===== src/hw/rtl/gbsh_pkg.sv =====
package gbsh_pkg;

   // Defaults for the top-level parameters
   localparam int MAX_GRID_DEF   = 16;
   localparam int NUM_IMAGES_DEF = 16;

   // Field widths
   localparam int KIND_W   = 2;
   localparam int IMGIDX_W = 4;
   localparam int COORD_W  = 24;
   localparam int FRAC_W   = 8;
   localparam int EXT_W    = 16;
   localparam int VAL_W    = 32;
   localparam int CELL_W   = 8;
   localparam int CNT_W    = 32;
   localparam int SUM_W    = 48;
   localparam int GRID_W   = 5;

   localparam int REQ_DATA_W = 160;
   localparam int RSP_DATA_W = 200;

   // Half a pixel in Q16.8
   localparam int HALF_PIX = 1 << (FRAC_W - 1);
   // Entries of the image index fold table
   localparam int IMG_TBL  = 1 << IMGIDX_W;

   // Request kinds; any other code reads a cell
   localparam logic [KIND_W-1:0] REQ_COUNT = 2'd0;
   localparam logic [KIND_W-1:0] REQ_STATS = 2'd1;

   typedef struct packed {
      logic [1:0]              pad;
      logic [CELL_W-1:0]       read_cell;
      logic signed [VAL_W-1:0] resid_value;
      logic [VAL_W-1:0]        chi2_value;
      logic                    inc_accepted;
      logic                    inc_loaded;
      logic [EXT_W-1:0]        image_height;
      logic [EXT_W-1:0]        image_width;
      logic [COORD_W-1:0]      pos_y;
      logic [COORD_W-1:0]      pos_x;
      logic [IMGIDX_W-1:0]     image_index;
   } req_data_type;

   typedef struct packed {
      logic signed [SUM_W-1:0] resid_total;
      logic [SUM_W-1:0]        chi2_total;
      logic [CNT_W-1:0]        sample_total;
      logic [CNT_W-1:0]        accepted_total;
      logic [CNT_W-1:0]        loaded_total;
      logic [CELL_W-1:0]       cell_index;
   } rsp_data_type;

   // One histogram cell as stored in memory
   typedef struct packed {
      logic signed [SUM_W-1:0] resid;
      logic [SUM_W-1:0]        chi2;
      logic [CNT_W-1:0]        sample;
      logic [CNT_W-1:0]        accepted;
      logic [CNT_W-1:0]        loaded;
   } cell_word_type;

   typedef enum logic [2:0] {
      ST_CLEAR,
      ST_IDLE,
      ST_BIN,
      ST_READ,
      ST_WRITE
   } state_type;

   // Increment, sticking at all ones
   function automatic logic [CNT_W-1:0] sat_inc(input logic [CNT_W-1:0] v);
      sat_inc = (v == '1) ? v : v + CNT_W'(1);
   endfunction

endpackage


===== src/hw/rtl/gbsh_div.sv =====
module gbsh_div #(
   parameter int SIZE_W = 5
) (
   input  logic                                 clock,
   input  logic                                 reset,
   input  logic                                 start,
   input  logic [gbsh_pkg::EXT_W+SIZE_W-1:0]    dividend_x,
   input  logic [gbsh_pkg::EXT_W+SIZE_W-1:0]    dividend_y,
   input  logic [gbsh_pkg::EXT_W-1:0]           divisor_x,
   input  logic [gbsh_pkg::EXT_W-1:0]           divisor_y,
   input  logic [SIZE_W-1:0]                    size,
   output logic                                 done,
   output logic [SIZE_W-1:0]                    col,
   output logic [SIZE_W-1:0]                    row
);
   import gbsh_pkg::*;

   localparam int DIV_W  = EXT_W + SIZE_W;
   localparam int STEP_W = $clog2(SIZE_W + 1);

   logic [DIV_W-1:0]  dvd [2];
   logic [EXT_W-1:0]  dsr [2];
   logic [DIV_W-1:0]  rem_ff [2];
   logic [DIV_W-1:0]  dsh_ff [2];
   logic [SIZE_W-1:0] quo_ff [2];
   logic              ovf_ff [2];
   logic [SIZE_W-1:0] bin_q [2];
   logic              busy_ff;
   logic [STEP_W-1:0] step_ff;

   assign dvd[0] = dividend_x;
   assign dvd[1] = dividend_y;
   assign dsr[0] = divisor_x;
   assign dsr[1] = divisor_y;

   assign done = busy_ff && (step_ff == STEP_W'(SIZE_W));

   always_ff @(posedge clock) begin
      if (reset) begin
         busy_ff <= 1'b0;
         step_ff <= '0;
      end else if (start) begin
         busy_ff <= 1'b1;
         step_ff <= '0;
      end else if (busy_ff) begin
         if (done) begin
            busy_ff <= 1'b0;
         end else begin
            step_ff <= step_ff + STEP_W'(1);
         end
      end
   end

   // One restoring quotient bit per lane and cycle
   always_ff @(posedge clock) begin
      for (int i = 0; i < 2; i++) begin
         if (start) begin
            rem_ff[i] <= dvd[i];
            dsh_ff[i] <= {dsr[i], SIZE_W'(0)} >> 1;
            ovf_ff[i] <= dvd[i] >= {dsr[i], SIZE_W'(0)};
            quo_ff[i] <= '0;
         end else if (busy_ff && !done) begin
            if (rem_ff[i] >= dsh_ff[i]) begin
               rem_ff[i] <= rem_ff[i] - dsh_ff[i];
               quo_ff[i] <= (quo_ff[i] << 1) | SIZE_W'(1);
            end else begin
               quo_ff[i] <= quo_ff[i] << 1;
            end
            dsh_ff[i] <= dsh_ff[i] >> 1;
         end
      end
   end

   // Clamp to the last cell of the axis
   always_comb begin
      for (int i = 0; i < 2; i++) begin
         bin_q[i] = (ovf_ff[i] || (quo_ff[i] >= size)) ? size - SIZE_W'(1) : quo_ff[i];
      end
   end

   assign col = bin_q[0];
   assign row = bin_q[1];

endmodule


===== config.mk =====
export PLATFORM = sky130hd
export DESIGN_NAME = gbsh_div
export DESIGN_NICKNAME = d
export VERILOG_FILES = /design/src/hw/rtl/gbsh_pkg.sv /design/src/hw/rtl/gbsh_div.sv
export SDC_FILE = /design/constraint.sdc
export NUM_CORES = 1
export LEC_CHECK = 0
export ABC_AREA = 1
export CORE_UTILIZATION = 45
export CTS_CLUSTER_DIAMETER = 150
export DETAILED_ROUTE_END_ITERATION = 8
export DONT_BUFFER_PORTS = 1
export GPL_TIMING_DRIVEN = 0
export PLACE_DENSITY = 0.7
export SYNTH_ARGS = -nofsm -noshare
export SYNTH_HDL_FRONTEND = slang
export SYNTH_SLANG_ARGS = --single-unit

===== constraint.sdc =====
create_clock -name clock -period 3.2 [get_ports clock]
set_clock_uncertainty 0.05 [all_clocks]
set_input_delay 0.32 -clock clock [delete_from_list [all_inputs] [get_ports clock]]
set_output_delay 0.32 -clock clock [all_outputs]
set_load 0.005 [all_outputs]

==> key figures <==
STA
  – Max Transition Viols Final: 0
  – Fin crit share: 0.8684
  – Min cycle time layout: 2.779 ns
  – Setup slack after layout: 0.4212 ns
  – RSZ-0062 raised after global routing: no
  – Worst-Margin Slew: 0.9940 ns
  – Final hold violations: 0
  – Max Clk Rate: 359.9 MHz
  – Setup TNS: 0 ns
  – Max-slew headroom: 0.3312
  – Setup violations, final: 0
  – Hold_ws: between 0.02 and 0.03 ns

Global routing
  – Tot GR Track Use: 0.2406
  – Vias in the first global route: 7016
  – Gr ovfl total: 0
  – First-pass GRT wire length: 36160 µm
  – Largest net degree at the start of global routing: 37
  – Initial antenna violation count: 1

Final layout
  – Util after Layout: 0.4911
  – Nets@finish: 1376
  – Share of layout cells above drive strength 1: 0.06276
  – Area Overhead vs Synth: 7.224%

Setup path
  – Worst path cell trace: ha_1 -> nand2_1 -> inv_2 -> nand2_1 -> nor3_1 -> nand2_1 -> nand2_2 -> nand2_4 -> nand2_8 -> buf_4 -> nand2_1 -> nand2_2
  – Worst path arrival time: between 2 and 3 ns
  – Class of the most critical setup path: register to register
  – Worst path slowest cell: nand2_2
  – CP max FO: 21
  – CP Buf/Inv Count: 2
  – CP peak stage delay: 0.42 ns
  – CP delay by family, top: simple AND/OR/NAND/NOR gates
  – Critical Path RT: 3.14 ns
  – Critical Path Source Type: register
  – Most used cell, CP: nand2_1
  – Worst setup EP type: register

Synth
  – Prevailing post-synth register cell: edfxtp_1
  – Synthesized net count: 1363
  – Cell area after synthesis: about 8500 µm²
  – Post-synth ARST share: 0
  – Synth warn: 0
  – Post-synthesis sequential element count: 98
  – Post-synthesis sequential area ratio: 0.3388
  – Mapped Cells: 1194
  – EDFF count, synth: 93
  – Avg Inst Size Synth: 7.151 µm²
  – Synth cell types: between 40 and 50

Detailed routing
  – Initial drt markers: 481
  – Routed WL per cell: 15.78 µm
  – # DRC: 0
  – Vias per cell: 5.153
  – TritonRoute pass-1 iters: 8
  – Final WL: 22810 µm
  – Antenna Nets Post-Route: 0
  – Total vias in the final route: 7451

Clock network
  – Clk slew on worst S/H paths: 0.07 ns
  – TritonCTS Buffers: 9
  – CTS tree: yes
  – Clock insertion delay at the later pin of the skew report: about 0.36 ns
  – Clk Tree Root Cell: clkbuf_16
  – Worst-case clock buffer depth: 2
  – Total clock sinks: 98
  – Number of setup buffers added after CTS: 0
  – CTS H-tree depth: 3

Hold path
  – Worst hold path class: primary input to register

Die
  – Site row count: 50
  – I/O pin count: a little over 90
  – Core Footprint: 18640 µm²
  – Initial core utilization: 0.4580
  – Die Y: 139.7 µm
  – Die ar.: 19530 µm²
  – Overall die width: 139.7 µm

Placement
  – Dpl ws: 0.09814 ns
  – Final GP Congestion: 0.9398
  – PortBufs: 0
  – HPWL after detailed placement: between 15000 and 20000 µm

Run status
  – Status: finished, final reports clean

Power
  – LEAKAGE: 0.004750 µW
  – Cell Pwr Density: 486.4 nW/µm²
  – Maximum VDD drop: 0.3112 mV

Job
  – Max cap viols: 0
==> cells in the mapped netlist, drive strengths merged (4+ instances only) <==
cell	number	area [µm²]
edfxtp	93	2793
xnor2	4	35.03
buf	13	97.59
and2	5	31.28
xor2	17	148.9
or2	5	31.28
nand4	18	112.6
a21oi	46	260.3
nor3	9	50.05
nand3b	10	75.07
dfxtp	5	100.1
ha	85	1064
o22ai	15	93.84
nand2	431	1703
o21ai	38	193.9
nor2	82	362.8
inv	231	867.1
nand3	68	355.3
clkbuf	4	15.01
==> repair_timing <==
| action | CTS | global route |
|---|---|---|
| resized for setup | 0 | 2 |
| hold buffers | 1 | 0 |
| endpoints found under the setup margin | 0 | 42 |
| endpoints found under the hold margin | 1 | 0 |
==> routing by layer <==
metal | wire length, µm | global-route usage
met2 | 9844 | 0.3729
met3 | 1414 | 0.04646
met5 | 0 | 0
met4 | 400 | 0.07924
met1 | 11160 | 0.3356
==> power by group <==
group	leakage (µW)	internal [µW]	total, µW	switching, µW
clock network	0.000136	597	1080	486
logic	0.00361	591	1750	1160
registers	0.000999	1570	1620	50.9
==> logic make-up (layout without fill, tap and decap cells) <==
group / Yosys count / after routing / synth area share
buf+inv: 248 / 265 / 0.1147
fa+ha+maj: 87 / 87 / 0.1292
flops: 98 / 98 / 0.3388
compound gates: 106 / 106 / 0.07034
other cells: 0 / 1 / 0
simple gates: 634 / 634 / 0.3253
xor+xnor: 21 / 21 / 0.02154
==> worst register-to-register path: stages (launching register included) <==
cell and delay (ns):
edfxtp_1 0.38, ha_1 0.38, nand2_1 0.11, inv_2 0.07, nand2_1 0.09, nor3_1 0.15
nand2_1 0.11, nand2_2 0.12, nand2_4 0.08, nand2_8 0.12, buf_4 0.23, nand2_1 0.09
nand2_2 0.42
==> area by class of cell <==
cell class,count,area (µm²)
Tap cell,234,292.8
Inverter,231,867.1
Multi-Input combinational cell,848,4673
Clock buffer,9,225.2
Clock inverter,6,58.81
Fill cell,1878,9488
Timing Repair Buffer,2,30.03
Antenna cell,1,2.502
Sequential cell,98,2893
Buffer,17,112.6
==> cells in the final DEF (no fill, tap or decap), drive strengths merged, types with 15 or more instances in the layout <==
cell    netlist  layout
nand3        68      68
inv         231     231
ha           85      85
o22ai        15      15
a21oi        46      46
nor2         82      82
xor2         17      17
nand4        18      18
edfxtp       93      93
o21ai        38      38
nand2       431     431
==> sequential cells by signal, indices dropped and copies added (netlist names) <==
name     count
rem_ff      42
dsh_ff      40
quo_ff      10
step_ff      3
ovf_ff       2
busy_ff      1
==> worst paths after layout <==
path	start	endpoint	slack (ns)	cells past startpoint
setup / recovery	rem_ff[1][12]$_DFFE_PP_	rem_ff[1][6]$_DFFE_PP_	0.42	12
setup reg to reg	rem_ff[1][12]$_DFFE_PP_	rem_ff[1][6]$_DFFE_PP_	0.42	12
hold / removal	start	ovf_ff[0][1]$_DFFE_PP_	0.03	0
hold reg to reg	step_ff[2]$_SDFFE_PP0P_	step_ff[2]$_SDFFE_PP0P_	0.45	2
==> stage by stage <==
stage          area [µm²]  cells  total power (µW)
2_1_floorplan        8538   1194              2965
6_report             9155   1446              4453
3_5_place_dp         8853   1429              3370
3_3_place_gp         8831   1428              3342
5_1_grt              9153   1445              4752
4_1_cts              9148   1445              4452
(Power assumes the default switching activity.)
